## src/rtl/rotation_matrix_to_quaternion_unit_defines.svh

```systemverilog
// Assertion macros for the rotation matrix to quaternion unit.
// Included by the top level; expects clk and rst_n in scope.
`ifndef ROTATION_MATRIX_TO_QUATERNION_UNIT_DEFINES_SVH
`define ROTATION_MATRIX_TO_QUATERNION_UNIT_DEFINES_SVH

// Antecedent implies consequent in the same cycle.
`define RMQ_ASSERT_NOW(lbl, ante, cons, msg) \
  lbl: assert property (@(posedge clk) disable iff (!rst_n) (ante) |-> (cons)) \
    else $error(msg);

// Antecedent implies consequent in the following cycle.
`define RMQ_ASSERT_NEXT(lbl, ante, cons, msg) \
  lbl: assert property (@(posedge clk) disable iff (!rst_n) (ante) |=> (cons)) \
    else $error(msg);

`endif

```

## src/rtl/rmq_pkg.sv

```systemverilog
// Types and constants for the rotation matrix to quaternion unit.
// Self-contained; used by every module of the block.
package rmq_pkg;

  localparam int NSQ    = 5;
  localparam int RAD_W  = 32;
  localparam int ROOT_W = 16;
  localparam int SREM_W = 20;
  localparam int NDV    = 3;
  localparam int Q_W    = 16;

  localparam logic signed [17:0] ONE_Q14 = 18'sd16384;

  typedef struct packed {
    logic signed [15:0] m00;
    logic signed [15:0] m01;
    logic signed [15:0] m02;
    logic signed [15:0] m10;
    logic signed [15:0] m11;
    logic signed [15:0] m12;
    logic signed [15:0] m20;
    logic signed [15:0] m21;
    logic signed [15:0] m22;
  } rmq_in_t;

  typedef struct packed {
    logic signed [15:0] q_w;
    logic signed [15:0] q_x;
    logic signed [15:0] q_y;
    logic signed [15:0] q_z;
  } rmq_out_t;

  typedef struct packed {
    logic                        tpos;
    logic [NDV-1:0]              dneg;
    logic [NDV-1:0][15:0]        dmag;
    logic [NSQ-1:0][RAD_W-1:0]   rad;
    logic [NSQ-1:0][SREM_W-1:0]  rem;
    logic [NSQ-1:0][ROOT_W-1:0]  root;
  } rmq_sq_t;

  typedef struct packed {
    logic                        tpos;
    logic [NDV-1:0]              dneg;
    logic [3:0][ROOT_W-1:0]      hr;
    logic [ROOT_W-1:0]           r14;
    logic [NDV-1:0][ROOT_W-1:0]  rem;
    logic [NDV-1:0][15:0]        lo;
    logic [NDV-1:0][Q_W-1:0]     q;
  } rmq_dv_t;

endpackage

```

## src/rtl/rmq_div_cell.sv

```systemverilog
// One digit cell of the division chain: one quotient bit for each component.
// Depends on rmq_pkg.
module rmq_div_cell (
  input  logic            clk,
  input  logic            rst_n,
  input  logic            up_valid,
  output logic            up_ready,
  input  rmq_pkg::rmq_dv_t up_data,
  output logic            dn_valid,
  input  logic            dn_ready,
  output rmq_pkg::rmq_dv_t dn_data
);
  import rmq_pkg::*;

  rmq_dv_t step;
  logic    valid_r;
  rmq_dv_t data_r;

  always_comb begin
    logic [ROOT_W:0] cur;
    step = up_data;
    for (int c = 0; c < NDV; c++) begin
      cur = {up_data.rem[c], up_data.lo[c][15]};
      step.lo[c] = {up_data.lo[c][14:0], 1'b0};
      if (cur >= {1'b0, up_data.r14}) begin
        step.rem[c] = ROOT_W'(cur - {1'b0, up_data.r14});
        step.q[c]   = {up_data.q[c][Q_W-2:0], 1'b1};
      end else begin
        step.rem[c] = cur[ROOT_W-1:0];
        step.q[c]   = {up_data.q[c][Q_W-2:0], 1'b0};
      end
    end
  end

  assign up_ready = !valid_r || dn_ready;

  always_ff @(posedge clk) begin
    if (!rst_n) begin
      valid_r <= 1'b0;
    end else if (up_ready) begin
      valid_r <= up_valid;
    end
  end

  always_ff @(posedge clk) begin
    if (up_ready && up_valid) begin
      data_r <= step;
    end
  end

  assign dn_valid = valid_r;
  assign dn_data  = data_r;

endmodule

```

## config.mk

```make
export PLATFORM = sky130hd
export DESIGN_NAME = rmq_div_cell
export DESIGN_NICKNAME = d
export VERILOG_FILES = /design/src/rtl/rotation_matrix_to_quaternion_unit_defines.svh /design/src/rtl/rmq_pkg.sv /design/src/rtl/rmq_div_cell.sv
export SDC_FILE = /design/constraint.sdc
export NUM_CORES = 1
export LEC_CHECK = 0
export BUFFER_PORTS_ARGS = -buffer_cell sky130_fd_sc_hd__buf_2
export CAP_MARGIN = 20
export CORE_AREA = 2 2 180 182
export CTS_BUF_LIST = sky130_fd_sc_hd__clkbuf_4
export CTS_CLUSTER_SIZE = 30
export DETAILED_ROUTE_END_ITERATION = 6
export DIE_AREA = 0 0 182 184
export GPL_TIMING_DRIVEN = 0
export PLACE_DENSITY_LB_ADDON = 0.08
export SYNTH_ARGS = -nofsm -noshare
export SYNTH_HDL_FRONTEND = slang
export SYNTH_SLANG_ARGS = --single-unit
```

## constraint.sdc

```tcl
create_clock -name clk -period 8.5 [get_ports clk]
set_clock_uncertainty 0.1 [all_clocks]
set_input_delay 0.85 -clock clk [delete_from_list [all_inputs] [get_ports clk]]
set_output_delay 0.85 -clock clk [all_outputs]
set_load 0.005 [all_outputs]
```

==> impl_metrics.yaml, run 1 <==
clock_network:
  hold_buffers: 0
  cts_buffers: 61
  cts.sink_count: 226
  htree_levels: 2
  postCtsSetupBuffers: 0
  cts-resized-gates: 0
  cts-root-buf: "clkbuf_4"
  clkLatencyLatePin_ps: 660
  path_clk_slew_ps: 70
  cts.path.max_buffers: 3
  tritoncts: "yes"
worst_setup_path:
  startpoint_type: "primary input"
  worstSetupPathType: "primary input to flop"
  required_ps: 8810
  crit_fanout: 10
  cp.arrival_ps: 3440
  end_kind: "flop"
timing:
  setup_viol: 0
  min_period_ps: 3130
  drv_slew: 0
  slew_headroom_pct: 43.9
  hold_violations: 0
  period_share_pct: 36.8
  tightest_slew_ps: 842
  whs_ps: 207
  rsz0062_at_grt: "no"
  fmax_mhz: 320
pwr:
  p_leak_uw: 0.00605
  p_int_uw: 2090
  p_total_uw: 2810
  vdd_drop_max_mv: 0.0797
  pwr-share-clk_pct: 34.9
  pwr-share-comb_pct: 17.0
  p_per_area_mw_per_mm2: 205
  power.switching_uw: 722
  switching_share_pct: 25.7
  seq_power_share_pct: 48.1
floorplanning:
  start_util_pct: 32.0
  core_region_area_sq_mm: 0.0314
  floorplan.rows: 65
  fp.dieH_um: 184
  io-pin-count: 462
  dieWidth_um: 182
  die-area_sq_mm: 0.0335
final_layout:
  drive_gt1_share_pct: 49.9
  layoutNonFillerInstCount: 1642
  nFillCells: 3104
  finalNetCount: 1475
  syn_to_final_growth_pct: 36.5
logic_synthesis:
  yosysWarnings: 0
  synth_cells: 669
  netlist.area_leader.share_pct: 67.2
  synth-seq-cells: 226
  syn_avg_cell_area_sq_um: 15.0
  seq_area_frac_synth_pct: 67.4
  synth_edf_count: 225
  netlist.top_cell.by_area: "edfxtp_1"
  synth_async_sr_flop_share_pct: 0
  synth_ff_type: "edfxtp_1"
  netlist_area_sq_mm: 0.0101
  ys_top_cells_by_area: "edfxtp_1, ha_1, mux2_2, a21oi_1, inv_1"
  yosysUniqueCellTypes: 67
drt:
  drcViolationCount: 0
  viasPerCell: 4.64
  first_pass_iters: 4
  vias: 7611
  ant_nets: 0
  wirelength_mm: 32.4
  wire_per_inst_um: 19.7
  drt-initial-drc-count: 367
global_routing:
  grt_pass1_vias: 7547
  grt_overflow: 0
  grt_max_degree: 66
  grt_util_all_layers_pct: 18.5
  grt_pass1_wl_mm: 45.9
  grt_antenna_before_repair: 10
placed_design:
  place_hpwl_mm: 25.3
  port_buffers: 455
  placed_cells: 1531
  gp_congestion: 0.802
run:
  max-cap-violations: 0
outcome:
  status: "finished clean"
hold_path:
  hold_path_class: "primary input to flop"
[power groups by stage]
stage	logic, uW	clock network [uW]	registers [uW]
floorplan	248	0	1400
global placement	475	0	1390
detailed placement	483	0	1370
CTS	486	1030	1350
global route	529	1090	1360
finish	477	980	1350
[synthesized netlist by cell type, types with 9 or more instances]
cell type	instances
mux2_2	32
o21ai_0	15
nor3_1	19
xnor2_1	14
inv_1	34
a21oi_1	30
nor2_1	32
xor2_1	11
a21o_1	9
nand2_1	24
ha_1	48
nor2b_1	13
mux2i_1	11
edfxtp_1	225
[cell type report]
cell class	instances	area [sq um]	share of cell area, %
Inverter	34	128	0.930
Tap cell	402	503	3.66
Multi-Input combinational cell	397	3070	22.4
Timing Repair Buffer	458	2360	17.2
Sequential cell	226	6780	49.4
Antenna cell	4	10.0	0.0729
Clock buffer	94	706	5.14
Buffer	14	91.3	0.665
Clock inverter	13	85.1	0.620
[cell families (layout without fill, tap and decap cells)]
family / Yosys count / count (layout) / share of synthesized area [%]
other cells: 1 / 7 / 0.0373
fa+ha+maj: 51 / 51 / 6.57
mux: 49 / 49 / 5.54
buf+inv: 48 / 613 / 2.18
flops: 226 / 226 / 67.4
xor+xnor: 25 / 25 / 2.18
compound gates: 129 / 129 / 8.90
simple gates: 140 / 140 / 7.22
[cells in the final DEF, fill, tap and decap left out, types with 4 or more instances in the layout]
master and instances:
mux2_4 5, buf_4 5, o211ai_1 4, a2111oi_0 5
o21ai_0 15, nor3_1 19, o21a_1 7, inv_1 34
nor4_1 7, ha_1 48, or3_1 5, a211oi_1 8
buf_2 459, nand3_1 8, clkbuf_4 94, nor2b_1 13
xor2_1 11, mux2i_1 11, nand2_1 24, a31oi_1 7
o31ai_1 6, mux2_2 32, edfxtp_1 225, a21o_1 9
nand4_1 7, xnor2_1 14, nor2_1 32, a21oi_1 30
clkinv_1 9, a21boi_0 5, nand2b_1 7, o21bai_1 6
diode_2 4
[worst paths after layout]
| path | from | to | slack, ps | cells past startpoint |
|---|---|---|---|---|
| worst max-delay path | up_data[150] | dn_data[121]$_DFFE_PP_ | 5370 | 11 |
| worst min-delay path | up_data[215] | dn_data[215]$_DFFE_PP_ | 210 | 1 |
| worst max register to register | dn_valid$_SDFFE_PN0N_ | dn_data[45]$_DFFE_PP_ | 6280 | 4 |
| worst min register to register | dn_valid$_SDFFE_PN0N_ | dn_valid$_SDFFE_PN0N_ | 450 | 2 |
[metrics by stage]
stage                     util, %  TNS, ps  setup WS [ps]  cell area [sq um]
after floorplan                 -        0           1660              10100
after global placement       40.9  -225600          -1020              12800
after detailed placement     41.2        0           4640              12900
after CTS                    43.7        0           5390              13700
after global routing         43.7        0           5270              13700
final                        43.7        0           5370              13700
[routing by layer]
metal,share of wire (%),track usage (%)
met5,0.13,0
met4,1.4,5.90
met3,7.2,5.74
met2,52,33.8
met1,39,20.5
[worst max-delay path, cell delays in order]
cell and delay (ps):
buf_2 100, inv_1 270, ha_1 300, buf_2 160
a211oi_1 260, o21bai_1 220, nor4_1 440, o21ai_2 150
nand2_4 170, buf_6 210, mux2_4 310
[sequential cells by signal (all words and copies together) (netlist names)]
name      count
dn_valid      1
dn_data     225
(Power assumes the default switching activity.)
==> run 2: changes to the inputs <==
Settings changed: ABC_AREA set to 1, CORE_AREA 2 2 180 182 to 2 2 178 180, DIE_AREA 0 0 182 184 to 0 0 180 182.
Clock period 8.5 ns to 2.5 ns, I/O delays scaled along.
==> run 2 against run 1 <==
Clock power increased to 3.1 times the previous value; die area decreased by 2.2%; total power increased to 3.4 times the previous value; cell area increased by 23%; largest power group unchanged.
==> impl_metrics.yaml, run 2 <==
worst_setup_path:
  ff2ff_path_depth: 2
  end_kind: "flop"
  path_cells: "dlygate4sd3_1, buf_2, clkinvlp_4, ha_1, nand2_2, nor2_1, and2_1, nand2_1, nand2_1, nor2_4, nand2_4, buf_6, nand2_1, nand2_1"
  r2r-start: "dn_valid$_SDFFE_PN0N_"
  crit_fanout: 10
  max_stage_delay_ps: 520
  critPathSlowestCell: "dlygate4sd3_1"
  path_common_cell: "nand2_1"
  ff2ff_setup_slack_ps: 550
  cp.arrival_ps: 2710
  critPathTopFamily: "buffers and inverters"
  path_buf_inv: 4
  worstSetupPathType: "primary input to flop"
  r2r-end: "dn_data[70]$_DFFE_PP_"
  startpoint_type: "primary input"
  required_ps: 2840
timing:
  rsz0062_at_grt: "no"
  fin_tns_setup_ps: 0
  period_share_pct: 94.9
  fmax_mhz: 421
  hold_violations: 0
  whs_ps: 62.8
  setup_viol: 0
  min_period_ps: 2370
  drv_slew: 0
clock_network:
  clkLatencyLatePin_ps: 660
  cts.sink_count: 226
  htree_levels: 2
  cts_buffers: 58
  cts-root-buf: "clkbuf_4"
  cts.path.max_buffers: 3
  tritoncts: "yes"
  path_clk_slew_ps: 70
logic_synthesis:
  netlist.area_leader.share_pct: 62.2
  netlist.top_cell.by_area: "edfxtp_1"
  seq_area_frac_synth_pct: 62.3
  synth-seq-cells: 226
  yosysMostFrequentCell: "nand2_1"
  syn_avg_cell_area_sq_um: 10.6
  ys_top_cells_by_count: "nand2_1, edfxtp_1, inv_1"
  synth_edf_count: 225
  ys_top_cells_by_area: "edfxtp_1, nand2_1, ha_1, inv_1, nand3_1"
  synth_cells: 1030
  synth_async_sr_flop_share_pct: 0
  yosysWarnings: 0
  synth_ff_type: "edfxtp_1"
  netlist_area_sq_mm: 0.0109
  yosysUniqueCellTypes: 35
final_layout:
  multi_input_area_sq_mm: 0.00339
  finalNetCount: 2068
  layout_common_cells: "buf_2, nand2_1, dlygate4sd3_1"
  final_common_cell: "buf_2"
  syn_to_final_growth_pct: 55.1
  nFillCells: 2887
  largest_reg_flops: 225
  drive_gt1_share_pct: 33.9
  regArea_sq_mm: 0.00678
hold_path:
  hold_end: "dn_data[113]$_DFFE_PP_"
  hold_depth: 3
  hold_start: "up_data[112]"
  hold_path_class: "primary input to flop"
floorplanning:
  core_region_area_sq_mm: 0.0310
  fp.dieH_um: 182
  floorplan.rows: 65
  io-pin-count: 462
  start_util_pct: 35.1
  die-area_sq_mm: 0.0328
  dieWidth_um: 180
drt:
  vias: 9891
  wire_per_inst_um: 16.8
  ant_nets: 0
  drt-initial-drc-count: 510
  first_pass_iters: 5
  viasPerCell: 4.46
  wirelength_mm: 37.4
  drcViolationCount: 0
global_routing:
  grt_overflow: 0
  grt_util_all_layers_pct: 22.2
  use_met3_pct: 4.83
  grt-busiest-layer: "met2"
  use_met1_pct: 26.6
  grt_max_degree: 31
  grt_antenna_before_repair: 1
  met2_usage_pct: 40.3
  grt_pass1_wl_mm: 55.8
  grt_pass1_vias: 9880
outcome:
  status: "finished clean"
pwr:
  p_leak_uw: 0.00822
  vdd_drop_max_mv: 0.288
  p_per_area_mw_per_mm2: 570
placed_design:
  port_buffers: 455
  gp_congestion: 0.866
  place_hpwl_mm: 28.6
run:
  max-cap-violations: 0
run 2: worst max path at each step:
stage	end	slack, ps	cells past startpoint	startpoint
after floorplan	dn_data[0]$_DFFE_PP_	-2120	2	dn_ready
after global placement	dn_data[216]$_DFFE_PP_	-4050	3	dn_ready
final	dn_data[139]$_DFFE_PP_	130	14	up_data[155]
after detailed placement	dn_data[139]$_DFFE_PP_	-120	13	up_data[150]
after CTS	dn_data[139]$_DFFE_PP_	80	14	up_data[150]
after global routing	dn_data[103]$_DFFE_PP_	40	15	up_data[155]
run 2: routing by layer:
layer,part of all wire [%],vias up
met3,6.4,61
met2,51,326
met4,2.0,0
li1,-,4933
met5,0,-
met1,41,4571
run 2: report_power, final:
| group | total (uW) | internal [uW] | switching, uW |
|---|---|---|---|
| combinational | 2020 | 935 | 1090 |
| clock | 3010 | 1530 | 1480 |
| sequential | 4580 | 4510 | 61.8 |
| total | 9610 | 6980 | 2630 |
run 2: timing repair:
item	CTS	global route
endpoints found under the setup margin	0	11
hold buffers	227	0
endpoints found under the hold margin	231	0
buffers inserted	0	2
gates resized for setup	0	2
run 2: logic make-up after synthesis:
group                    count (synthesis)  share of synthesized area (%)
AO/OA/AOI/OAI                           35                           1.81
XOR/XNOR                                18                           1.45
adder cells (fa/ha/maj)                 51                           6.08
buffers and inverters                  172                           6.62
flip-flops                             226                           62.3
other                                    1                         0.0345
AND/OR/NAND/NOR                        527                           21.7
run 2: layout make-up:
| type | count | share of cell area [%] |
|---|---|---|
| Antenna cell | 1 | 0.0148 |
| Tap cell | 402 | 2.98 |
| Clock inverter | 12 | 0.490 |
| Inverter | 159 | 3.63 |
| Buffer | 13 | 0.727 |
| Multi-Input combinational cell | 634 | 20.1 |
| Clock buffer | 78 | 3.47 |
| Sequential cell | 226 | 40.2 |
| Timing Repair Buffer | 693 | 28.4 |
run 2: stage by stage:
step	total power (uW)	std cells	instance area (sq um)	setup slack [ps]	util, %
after floorplan	5610	1032	10900	-2120	-
after global routing	10200	2218	16900	39.3	54.4
after CTS	9750	2215	16800	77.0	54.3
after global placement	6360	1889	13700	-4050	44.1
after detailed placement	6380	1898	13900	-115	44.8
final	9610	2218	16900	126	54.4
run 2: worst min-delay path, delay by kind of cell:
kind | cells | cell delay, ps
buffers and inverters | 2 | 200
AOI/OAI and AO/OA | 1 | 190
