### src/rtl/rotation_matrix_to_quaternion_unit_defines.svh
// Assertion macros for the rotation matrix to quaternion unit.
// Included by the top level; expects clk and rst_n in scope.
`ifndef ROTATION_MATRIX_TO_QUATERNION_UNIT_DEFINES_SVH
`define ROTATION_MATRIX_TO_QUATERNION_UNIT_DEFINES_SVH

// Antecedent implies consequent in the same cycle.
`define RMQ_ASSERT_NOW(lbl, ante, cons, msg) \
  lbl: assert property (@(posedge clk) disable iff (!rst_n) (ante) |-> (cons)) \
    else $error(msg);

// Antecedent implies consequent in the following cycle.
`define RMQ_ASSERT_NEXT(lbl, ante, cons, msg) \
  lbl: assert property (@(posedge clk) disable iff (!rst_n) (ante) |=> (cons)) \
    else $error(msg);

`endif

### src/rtl/rmq_pkg.sv
// Types and constants for the rotation matrix to quaternion unit.
// Self-contained; used by every module of the block.
package rmq_pkg;

  localparam int NSQ    = 5;
  localparam int RAD_W  = 32;
  localparam int ROOT_W = 16;
  localparam int SREM_W = 20;
  localparam int NDV    = 3;
  localparam int Q_W    = 16;

  localparam logic signed [17:0] ONE_Q14 = 18'sd16384;

  typedef struct packed {
    logic signed [15:0] m00;
    logic signed [15:0] m01;
    logic signed [15:0] m02;
    logic signed [15:0] m10;
    logic signed [15:0] m11;
    logic signed [15:0] m12;
    logic signed [15:0] m20;
    logic signed [15:0] m21;
    logic signed [15:0] m22;
  } rmq_in_t;

  typedef struct packed {
    logic signed [15:0] q_w;
    logic signed [15:0] q_x;
    logic signed [15:0] q_y;
    logic signed [15:0] q_z;
  } rmq_out_t;

  typedef struct packed {
    logic                        tpos;
    logic [NDV-1:0]              dneg;
    logic [NDV-1:0][15:0]        dmag;
    logic [NSQ-1:0][RAD_W-1:0]   rad;
    logic [NSQ-1:0][SREM_W-1:0]  rem;
    logic [NSQ-1:0][ROOT_W-1:0]  root;
  } rmq_sq_t;

  typedef struct packed {
    logic                        tpos;
    logic [NDV-1:0]              dneg;
    logic [3:0][ROOT_W-1:0]      hr;
    logic [ROOT_W-1:0]           r14;
    logic [NDV-1:0][ROOT_W-1:0]  rem;
    logic [NDV-1:0][15:0]        lo;
    logic [NDV-1:0][Q_W-1:0]     q;
  } rmq_dv_t;

endpackage

### src/rtl/rmq_sqrt_cell.sv
// One digit cell of the square root chain: one root bit for every radicand.
// Depends on rmq_pkg.
module rmq_sqrt_cell (
  input  logic            clk,
  input  logic            rst_n,
  input  logic            up_valid,
  output logic            up_ready,
  input  rmq_pkg::rmq_sq_t up_data,
  output logic            dn_valid,
  input  logic            dn_ready,
  output rmq_pkg::rmq_sq_t dn_data
);
  import rmq_pkg::*;

  rmq_sq_t step;
  logic    valid_r;
  rmq_sq_t data_r;

  always_comb begin
    logic [SREM_W-1:0] cur;
    logic [SREM_W-1:0] trial;
    step = up_data;
    for (int c = 0; c < NSQ; c++) begin
      cur   = {up_data.rem[c][SREM_W-3:0], up_data.rad[c][RAD_W-1 -: 2]};
      trial = {{(SREM_W-ROOT_W-2){1'b0}}, up_data.root[c], 2'b01};
      step.rad[c] = {up_data.rad[c][RAD_W-3:0], 2'b00};
      if (cur >= trial) begin
        step.rem[c]  = cur - trial;
        step.root[c] = {up_data.root[c][ROOT_W-2:0], 1'b1};
      end else begin
        step.rem[c]  = cur;
        step.root[c] = {up_data.root[c][ROOT_W-2:0], 1'b0};
      end
    end
  end

  assign up_ready = !valid_r || dn_ready;

  always_ff @(posedge clk) begin
    if (!rst_n) begin
      valid_r <= 1'b0;
    end else if (up_ready) begin
      valid_r <= up_valid;
    end
  end

  always_ff @(posedge clk) begin
    if (up_ready && up_valid) begin
      data_r <= step;
    end
  end

  assign dn_valid = valid_r;
  assign dn_data  = data_r;

endmodule

### config.mk
export PLATFORM = sky130hd
export DESIGN_NAME = rmq_sqrt_cell
export DESIGN_NICKNAME = d
export VERILOG_FILES = /design/src/rtl/rotation_matrix_to_quaternion_unit_defines.svh /design/src/rtl/rmq_pkg.sv /design/src/rtl/rmq_sqrt_cell.sv
export SDC_FILE = /design/constraint.sdc
export NUM_CORES = 1
export LEC_CHECK = 0
export ABC_AREA = 0
export BUFFER_PORTS_ARGS = -buffer_cell sky130_fd_sc_hd__buf_2
export CORE_AREA = 2 2 311 313
export CTS_BUF_LIST = sky130_fd_sc_hd__clkbuf_2
export DETAILED_ROUTE_END_ITERATION = 7
export DIE_AREA = 0 0 313 315
export GPL_ROUTABILITY_DRIVEN = 0
export HOLD_SLACK_MARGIN = 0.12
export PLACE_DENSITY = 0.42
export SYNTH_ARGS = -nofsm -noshare
export SYNTH_HDL_FRONTEND = slang
export SYNTH_SLANG_ARGS = --single-unit
### constraint.sdc
create_clock -name clk -period 13.7 [get_ports clk]
set_clock_uncertainty 0.1 [all_clocks]
set_input_delay 0 -clock clk [delete_from_list [all_inputs] [get_ports clk]]
set_output_delay 0 -clock clk [all_outputs]
set_load 0.005 [all_outputs]
==> results of run 1 <==
[metrics by stage]
stage | util | setup WS, ns | hold WS, ns | area [um^2] | cells
floorplan | - | 3.72 | -0.00113 | 17600 | 1342
global placement | 0.239 | 10.12 | 0.0765 | 22900 | 3350
detailed placement | 0.239 | 10.16 | 0.0781 | 22900 | 3350
[cell families after synthesis]
kind of cell | after synthesis
other | 1
adders and majority gates | 90
buffers and inverters | 165
DFF | 383
muxes | 26
AOI/OAI and AO/OA | 319
xor gates and xnor gates | 81
and+or+nand+nor | 268
[cell usage after synthesis (9+ instances only)]
| cell | n | share of area |
|---|---|---|
| sky130_fd_sc_hd__o21a_1 | 15 | 0.0064 |
| sky130_fd_sc_hd__ha_1 | 90 | 0.064 |
| sky130_fd_sc_hd__o21bai_1 | 9 | 0.0038 |
| sky130_fd_sc_hd__o21ai_0 | 62 | 0.018 |
| sky130_fd_sc_hd__edfxtp_1 | 382 | 0.65 |
| sky130_fd_sc_hd__nand2b_1 | 11 | 0.0039 |
| sky130_fd_sc_hd__nand2_1 | 78 | 0.017 |
| sky130_fd_sc_hd__nand3_1 | 11 | 0.0031 |
| sky130_fd_sc_hd__xnor2_1 | 49 | 0.024 |
| sky130_fd_sc_hd__nor2b_1 | 10 | 0.0036 |
| sky130_fd_sc_hd__nor3_1 | 17 | 0.0048 |
| sky130_fd_sc_hd__inv_1 | 118 | 0.025 |
| sky130_fd_sc_hd__mux2_2 | 17 | 0.011 |
| sky130_fd_sc_hd__a21oi_1 | 125 | 0.036 |
| sky130_fd_sc_hd__buf_4 | 10 | 0.0043 |
| sky130_fd_sc_hd__clkbuf_1 | 22 | 0.0047 |
| sky130_fd_sc_hd__a211oi_1 | 11 | 0.0047 |
| sky130_fd_sc_hd__o211ai_1 | 9 | 0.0038 |
| sky130_fd_sc_hd__nand4_1 | 14 | 0.0050 |
| sky130_fd_sc_hd__a21o_1 | 21 | 0.0090 |
| sky130_fd_sc_hd__nor2_1 | 92 | 0.020 |
| sky130_fd_sc_hd__xor2_1 | 32 | 0.016 |
==> flow_summary.rst, run 1 <==
.. list-table::
   :header-rows: 1

   * - Metric
     - Value
   * - Half-perimeter wire length of the detailed placement result
     - 50800 um
   * - Sequential share of the synthesized area
     - 0.654
   * - Post-synth top flop
     - sky130_fd_sc_hd__edfxtp_1
   * - Number of clock sinks
     - 383
   * - Compound-cell area share of the yosys netlist
     - 0.114
   * - Synth Register Bits
     - 383
   * - CTS root buf
     - sky130_fd_sc_hd__clkbuf_2
   * - Top-Level Pins
     - 790
   * - Main combinational cell family by area after synthesis
     - compound AO/OA/AOI/OAI gates
   * - Yosys synthesis warning count
     - 0
   * - Unique masters post-synth
     - 73
   * - Async set-reset flop share out of synthesis
     - 0
   * - Status
     - did not finish
   * - Number of rows in the core area
     - 114
   * - Initial core utilization
     - 0.184
   * - Setup Buffers After CTS
     - 0
   * - H-tree depth reported by CTS
     - 3
   * - Number of buffers between clock root and the deepest sink
     - 3
   * - Error that stopped the run
     - [ERROR RSZ-0060] Max buffer count reached.
   * - Multiplexer share of the synthesized area
     - 0.0174
   * - XOR/XNOR Fraction of Synth Area
     - 0.0404
   * - Hold bufs inserted after CTS
     - 712
   * - Die X
     - 313 um
   * - Total CTS buffers
     - 110
   * - Post-synth EDFFs
     - about 380
   * - Netlist Area Pre-Place
     - ~18000 um^2
   * - Post-Syn Area per Cell
     - 13.2 um^2
   * - Quantity of gates resized following cts
     - 0
   * - Synthesized instance count
     - 1333
   * - Synth Area in Adders
     - 0.0641
   * - Number of buffers added on ports
     - 769
   * - Last stage reached
     - clock tree synthesis
   * - Simple-gate share of the synthesized area
     - 0.0707
   * - Vertical extent of the die
     - 315 um
==> run 2: changes to the inputs <==
Settings changed: CTS_BUF_LIST sky130_fd_sc_hd__clkbuf_2 to not set, HOLD_SLACK_MARGIN 0.12 to not set, PLACE_DENSITY 0.42 to not set, PLACE_DENSITY_LB_ADDON set to 0.15.
==> flow_summary.rst, run 2 <==
.. list-table::
   :header-rows: 1

   * - Metric
     - Value
   * - Final critical-path required period
     - between 3 and 4 ns
   * - Setup Buffers After CTS
     - 0
   * - Antenna-violating nets left
     - 0
   * - Number of buffers added on ports
     - 769
   * - Maximum fanout along the worst path
     - 28
   * - Routed via count
     - 16200
   * - Area of the core region
     - 95700 um^2
   * - FF-to-FF setup slack
     - 10.36 ns
   * - Most frequent cells after synthesis
     - sky130_fd_sc_hd__edfxtp_1, sky130_fd_sc_hd__a21oi_1, sky130_fd_sc_hd__inv_1
   * - Post-synthesis to final-layout area growth
     - 76.4%
   * - Synthesized instance count
     - roughly 1300
   * - Worst hold slack across all endpoints
     - between 0.04 and 0.05 ns
   * - Quantity of gates resized following cts
     - 0
   * - Maximum number of pins on one net before global-route repair
     - 130
   * - Vias in the first global route
     - ~17000
   * - Number of clock sinks
     - between 300 and 400
   * - Capturing point of the worst reg2reg path
     - dn_data[217]
   * - Largest register FFs
     - roughly 380
   * - Overall fraction of global-route tracks in use
     - 0.137
   * - Remaining global-route overflow
     - 0
   * - Portion of total power attributed to the clock network
     - 0.384
   * - Number of rows in the core area
     - 114
   * - Post-route fraction of the period consumed by the critical path
     - 0.264
   * - Ranking of synthesized cells by area
     - sky130_fd_sc_hd__edfxtp_1, sky130_fd_sc_hd__ha_1, sky130_fd_sc_hd__a21oi_1, sky130_fd_sc_hd__inv_1, sky130_fd_sc_hd__xnor2_1
   * - Post-Syn Area per Cell
     - 13.2 um^2
   * - Post-synth top flop
     - sky130_fd_sc_hd__edfxtp_1
   * - Share of Yosys cell area claimed by the top area cell type
     - 0.653
   * - Half-perimeter wire length of the detailed placement result
     - 52700 um
   * - CTS tree
     - built
   * - Endpoint with the worst hold slack
     - dn_data[97]
   * - Aggregate routed wire length
     - just over 70000 um
   * - Hold bufs inserted after CTS
     - 646
   * - Cell internal power dissipation
     - between 2000 and 3000 uW
   * - Initial core utilization
     - 0.184
   * - Wire length of the first global-routing pass
     - roughly 100000 um
   * - Status
     - finished clean
   * - Static Leak
     - 0.0132 uW
   * - Net count, final
     - 3260
   * - Finished layout cell area
     - 31000 um^2
   * - Type of origin of the critical path
     - input pin
   * - Path depth of the worst reg2reg path
     - 4
   * - Power spent charging and discharging nets
     - between 900 and 1000 uW
   * - Kind of capture point of the worst setup path
     - flip-flop
   * - Post-detailed-placement cell area
     - ~23000 um^2
   * - Worst r2r src
     - dn_valid
   * - Average vias per placed instance
     - 3.97
   * - Final number of hold-violating endpoints
     - 0
   * - Worst Max-Slew Pin Slew
     - 0.962 ns
   * - Final setup vio count
     - 0
   * - Final setup TNS
     - 0 ns
   * - Fraction of final layout cells with drive strength greater than 1
     - 0.316
   * - Switch share
     - 0.263
   * - Startpoint of the most critical hold path
     - up_data[15]
   * - Drt pass-1 iters
     - 5
   * - Power density relative to cell area
     - ~110 nW/um^2
   * - Later-pin clock latency in the skew report
     - 0.61 ns
   * - Classification of the worst setup path
     - in -> reg
   * - Remaining routing DRC violations
     - 0
   * - Netlist Area Pre-Place
     - 17600 um^2
   * - Synth Register Bits
     - approximately 380
   * - Total CTS buffers
     - approximately 50
   * - CTS root buf
     - sky130_fd_sc_hd__clkbuf_16
   * - Max transition margin
     - 0.359
   * - Final core utilization
     - 0.324
   * - Setup repair after global routing missed its margin
     - no
   * - Worst min-delay path class
     - in -> reg
   * - Commonest non-fill, non-tap cells in the layout
     - sky130_fd_sc_hd__buf_2, sky130_fd_sc_hd__dlygate4sd3_1, sky130_fd_sc_hd__edfxtp_1
   * - Worst EP required
     - 13.96 ns
   * - Post-detailed-route wirelength per cell
     - 17.3 um
   * - CTS clk-pin slew, worst paths
     - ~0.06 ns
   * - Number of antenna violations at the first check in global routing
     - 16
   * - Async set-reset flop share out of synthesis
     - 0
   * - Number of buffers between clock root and the deepest sink
     - 3
   * - Unique masters post-synth
     - 73
   * - Initial DRC Count
     - 850
   * - Leading cell type in the layout, fill and taps excluded
     - sky130_fd_sc_hd__buf_2
   * - Top-Level Pins
     - 790
   * - Worst hold path cell count
     - 5
   * - Worst ir drop on vdd
     - 79.6 uV
   * - Total of max-cap violations
     - 0
   * - Most numerous cell in the Yosys netlist
     - sky130_fd_sc_hd__edfxtp_1
   * - Area leader, netlist
     - sky130_fd_sc_hd__edfxtp_1
   * - Yosys synthesis warning count
     - 0
   * - Number of max-slew violations in the final report
     - 0
   * - Highest achievable clock rate
     - ~280 MHz
   * - Sequential share of the synthesized area
     - 0.654
   * - Vertical extent of the die
     - 315 um
   * - Dpl ws
     - 10.31 ns
   * - Combinational Power Share
     - 0.199
   * - Data arrival, critical path
     - 3.87 ns
   * - Worst Slack Setup Final
     - 10.09 ns
   * - H-tree depth reported by CTS
     - 2
   * - Die X
     - 313 um
   * - Fill cell total of the finished layout
     - 9715
   * - Post-synth EDFFs
     - 382
   * - Reg power frac
     - 0.418
   * - Total die area
     - 98600 um^2
## run 2: cell counts after synthesis
Identical to the previous run, type by type.
## run 2: cells by family after synthesis
| logic type | after synthesis | share of synthesized area |
|---|---|---|
| flip-flops | 383 | 0.654 |
| adder cells (fa/ha/maj) | 90 | 0.0641 |
| XOR/XNOR | 81 | 0.0404 |
| multiplexers | 26 | 0.0174 |
| buffers and inverters | 165 | 0.0388 |
| AND/OR/NAND/NOR | 268 | 0.0707 |
| AO/OA/AOI/OAI | 319 | 0.114 |
| other | 1 | 0.000213 |
## run 2: worst max-delay path by stage
stage                     start      endpoint  slack, ns  cells after the start
finish              up_data[53]  dn_data[151]      10.09                     12
detailed placement     dn_valid  dn_data[264]      10.31                      4
CTS                 up_data[53]  dn_data[157]      10.13                     12
floorplan              dn_valid    dn_data[0]       3.72                      2
global placement       dn_valid  dn_data[264]      10.40                      4
global route        up_data[53]  dn_data[157]       9.90                     12
## run 2: cell type report
cell class | instances | area [um^2] | share of cell area
antenna | 2 | 5.00 | 0.000162
clock buffer | 64 | 1370 | 0.0441
clock inverter | 29 | 253 | 0.00816
inverter | 121 | 454 | 0.0147
multi-input combinational | 794 | 5430 | 0.175
sequential | 383 | 11500 | 0.371
tap | 1276 | 1600 | 0.0515
timing repair buffer | 1423 | 10400 | 0.335
## run 2: power by group through the flow
stage / Clock (uW) / Sequential [uW] / Combinational, uW
final: 1320 / 1430 / 682
after global routing: 1410 / 1440 / 751
after CTS: 1380 / 1430 / 689
after detailed placement: 0 / 1460 / 520
after global placement: 0 / 1460 / 520
after floorplan: 0 / 1490 / 258
## run 2: metrics by stage
step                cells  total power, uW
detailed placement   3351             1980
floorplan            1342             1750
finish               4092             3430
global route         4091             3600
global placement     3351             1980
CTS                  4090             3500
## run 2: per-layer routing
layer | vias up | GRT usage | wire (um)
met2 | 611 | 0.247 | 35700
met1 | 7693 | 0.149 | 27100
li1 | 7796 | - | -
met4 | 22 | 0.0467 | 1990
met3 | 114 | 0.0448 | 5690
met5 | - | 0 | 155
## run 2: worst max-delay path: stages
cell	delay (ns)
sky130_fd_sc_hd__dlygate4sd3_1	0.56
sky130_fd_sc_hd__buf_2	0.17
sky130_fd_sc_hd__inv_1	0.05
sky130_fd_sc_hd__ha_1	0.38
sky130_fd_sc_hd__and4_1	0.25
sky130_fd_sc_hd__nand2_1	0.13
sky130_fd_sc_hd__a21oi_1	0.06
sky130_fd_sc_hd__a211oi_1	0.73
sky130_fd_sc_hd__o31a_1	0.34
sky130_fd_sc_hd__inv_2	0.28
sky130_fd_sc_hd__mux2_2	0.34
sky130_fd_sc_hd__dlygate4sd3_1	0.56
No activity file was read; power rests on OpenSTA's default activity.
==> run 3: changes to the inputs <==
Clock period 13.7 ns to 3.1 ns, I/O delays scaled along.
==> flow_summary.rst, run 3 (synthesis results as in run 2) <==
.. list-table::
   :header-rows: 1

   * - Metric
     - Value
   * - Total of max-cap violations
     - 0
   * - Switch share
     - 0.263
   * - Reg power frac
     - 0.429
   * - Fraction of final layout cells with drive strength greater than 1
     - 0.324
   * - Post-detailed-route wirelength per cell
     - 16.8 um
   * - Net count, final
     - around 3300
   * - Post-synthesis to final-layout area growth
     - 78.0%
   * - Initial core utilization
     - 0.184
   * - Power Total
     - roughly 15000 uW
   * - Drt pass-1 iters
     - 5
   * - Capturing point of the worst reg2reg path
     - dn_data[155]
   * - Cell internal power dissipation
     - 10900 uW
   * - Average vias per placed instance
     - between 3 and 4
   * - CTS clk-pin slew, worst paths
     - 0.05 ns
   * - Final setup vio count
     - 0
   * - Classification of the worst setup path
     - in -> reg
   * - Vias in the first global route
     - 17300
   * - CTS root buf
     - sky130_fd_sc_hd__clkbuf_16
   * - Half-perimeter wire length of the detailed placement result
     - 51800 um
   * - Portion of total power attributed to the clock network
     - 0.361
   * - Total CTS buffers
     - 48
   * - Area taken by multi-input logic gates
     - 5480 um^2
   * - Worst r2r src
     - dn_valid
   * - Kind of capture point of the worst setup path
     - flip-flop
   * - Met3 routing resource usage after global routing
     - 0.0364
   * - Met2 GRT Util
     - 0.249
   * - H-tree depth reported by CTS
     - 2
   * - Antenna-violating nets left
     - 0
   * - Power spent charging and discharging nets
     - 3880 uW
   * - Number of clock sinks
     - 383
   * - Overall fraction of global-route tracks in use
     - 0.134
   * - Later-pin clock latency in the skew report
     - 0.61 ns
   * - Launch point of the worst path
     - up_data[3]
   * - Largest register FFs
     - 382
   * - Routed via count
     - 16300
   * - Number of antenna violations at the first check in global routing
     - 9
   * - Leading cell type in the layout, fill and taps excluded
     - sky130_fd_sc_hd__buf_2
   * - Area of the core region
     - roughly 96000 um^2
   * - Initial DRC Count
     - 826
   * - Path depth of the worst reg2reg path
     - 3
   * - Number of buffers added on ports
     - 769
   * - CTS tree
     - built
   * - Final critical-path required period
     - 3.03 ns
   * - Worst Max-Slew Pin Slew
     - 0.948 ns
   * - Reg area
     - 11500 um^2
   * - Wire length of the first global-routing pass
     - 101000 um
   * - Worst min-delay path class
     - in -> reg
   * - Commonest non-fill, non-tap cells in the layout
     - sky130_fd_sc_hd__buf_2, sky130_fd_sc_hd__dlygate4sd3_1, sky130_fd_sc_hd__edfxtp_1
   * - Final number of hold-violating endpoints
     - 0
   * - Max transition margin
     - 0.366
   * - Post-route fraction of the period consumed by the critical path
     - 0.977
   * - Maximum fanout along the worst path
     - 6
   * - Type of origin of the critical path
     - input pin
   * - Worst ir drop on vdd
     - 364 uV
   * - Number of max-slew violations in the final report
     - 0
   * - Fill cell total of the finished layout
     - 9705
   * - Termination of the worst setup path
     - dn_data[98]
   * - Maximum number of pins on one net before global-route repair
     - 99
   * - Combinational Power Share
     - 0.210
   * - Aggregate routed wire length
     - 69200 um
   * - Data arrival, critical path
     - ~3.3 ns
   * - Top-Level Pins
     - 790
   * - Worst EP required
     - 3.35 ns
   * - Remaining routing DRC violations
     - 0
   * - Worst hold path cell count
     - 5
   * - Status
     - finished clean
   * - Static Leak
     - 0.0133 uW
   * - Highest achievable clock rate
     - 330 MHz
   * - FF-to-FF setup slack
     - 0.74 ns
   * - Total die area
     - 98600 um^2
   * - Remaining global-route overflow
     - 0
   * - Die X
     - 313 um
   * - Setup repair after global routing missed its margin
     - yes
   * - Grt peak-use layer
     - met2
   * - Number of buffers between clock root and the deepest sink
     - 3
   * - Worst hold slack across all endpoints
     - 0.0596 ns
   * - Power density relative to cell area
     - 471 nW/um^2
   * - Vertical extent of the die
     - 315 um
   * - Number of rows in the core area
     - about 110
   * - GR met1 Demand/Resource
     - 0.144
==> run 3: changes by cell type in the layout (fill, tap and decap cells not counted), moves of 3 or more <==
cell / previous run / this run
sky130_fd_sc_hd__clkbuf_16: 52 / 48
sky130_fd_sc_hd__buf_4: 7 / 24
sky130_fd_sc_hd__buf_12: 1 / 9
sky130_fd_sc_hd__dlygate4sd3_1: 646 / 650
sky130_fd_sc_hd__buf_6: 0 / 4
sky130_fd_sc_hd__clkinv_1: 9 / 12
==> run 3: stage by stage <==
| step | std cells | setup slack [ns] | instance area [um^2] | util | setup TNS, ns |
|---|---|---|---|---|---|
| 2_1_floorplan | 1342 | -0.546 | 17600 | - | -208.50 |
| 3_3_place_gp | 3375 | 0.315 | 23200 | 0.242 | 0 |
| 3_5_place_dp | 3375 | 0.293 | 23200 | 0.242 | 0 |
| 4_1_cts | 4110 | 0.00393 | 31100 | 0.325 | 0 |
| 5_1_grt | 4119 | -0.0530 | 31300 | 0.327 | -0.0978 |
| 6_report | 4120 | 0.0698 | 31300 | 0.327 | 0 |
==> run 3: power groups by stage <==
stage               logic, uW  clock network, uW  registers (uW)
floorplan                1140                  0            6510
global placement         2360                  0            6430
detailed placement       2360                  0            6430
CTS                      3100               5550            6330
global route             3400               5710            6370
finish                   3100               5320            6330
==> run 3: final cells by class <==
class                           count  area share
Timing Repair inverter              1    0.000160
Clock buffer                       57      0.0395
Timing Repair Buffer             1456       0.344
Sequential cell                   383       0.368
Tap cell                         1276      0.0511
Inverter                          121      0.0150
Multi-Input combinational cell    794       0.175
Clock inverter                     28     0.00716
Antenna cell                        4    0.000320
==> run 3: how the worst min path moves through the flow <==
stage                 start           end  slack, ns
2_1_floorplan    up_data[9]   dn_data[10]     -0.001
3_3_place_gp   up_data[353]  dn_data[353]       0.08
3_5_place_dp   up_data[365]  dn_data[365]       0.08
4_1_cts         up_data[28]   dn_data[29]      0.003
5_1_grt         up_data[48]   dn_data[49]       0.02
6_report        up_data[15]   dn_data[97]       0.06
==> run 3: per-layer routing <==
layer  vias to the layer above  share of wire
met5                         -        0.00058
met4                         6          0.027
met3                        92          0.075
met2                       605           0.52
met1                      7746           0.38
li1                       7875              -
==> run 3: worst max-delay path: stages <==
cell                            delay, ns
sky130_fd_sc_hd__dlygate4sd3_1       0.53
sky130_fd_sc_hd__buf_2               0.13
sky130_fd_sc_hd__inv_1               0.06
sky130_fd_sc_hd__ha_2                0.31
sky130_fd_sc_hd__a211oi_2            0.22
sky130_fd_sc_hd__nor2_1              0.08
sky130_fd_sc_hd__a311oi_2            0.30
sky130_fd_sc_hd__buf_4               0.18
sky130_fd_sc_hd__o21ai_0             0.11
sky130_fd_sc_hd__a311oi_1            0.35
sky130_fd_sc_hd__buf_4               0.18
sky130_fd_sc_hd__o2111ai_2           0.12
sky130_fd_sc_hd__xnor2_1             0.15
sky130_fd_sc_hd__dlygate4sd3_1       0.54
==> run 3: repair_timing <==
action,CTS,global route
buffers inserted,0,5
endpoints found under the setup margin,0,20
resized for setup,0,21
hold endpoints to repair,399,0
hold buffers,650,0
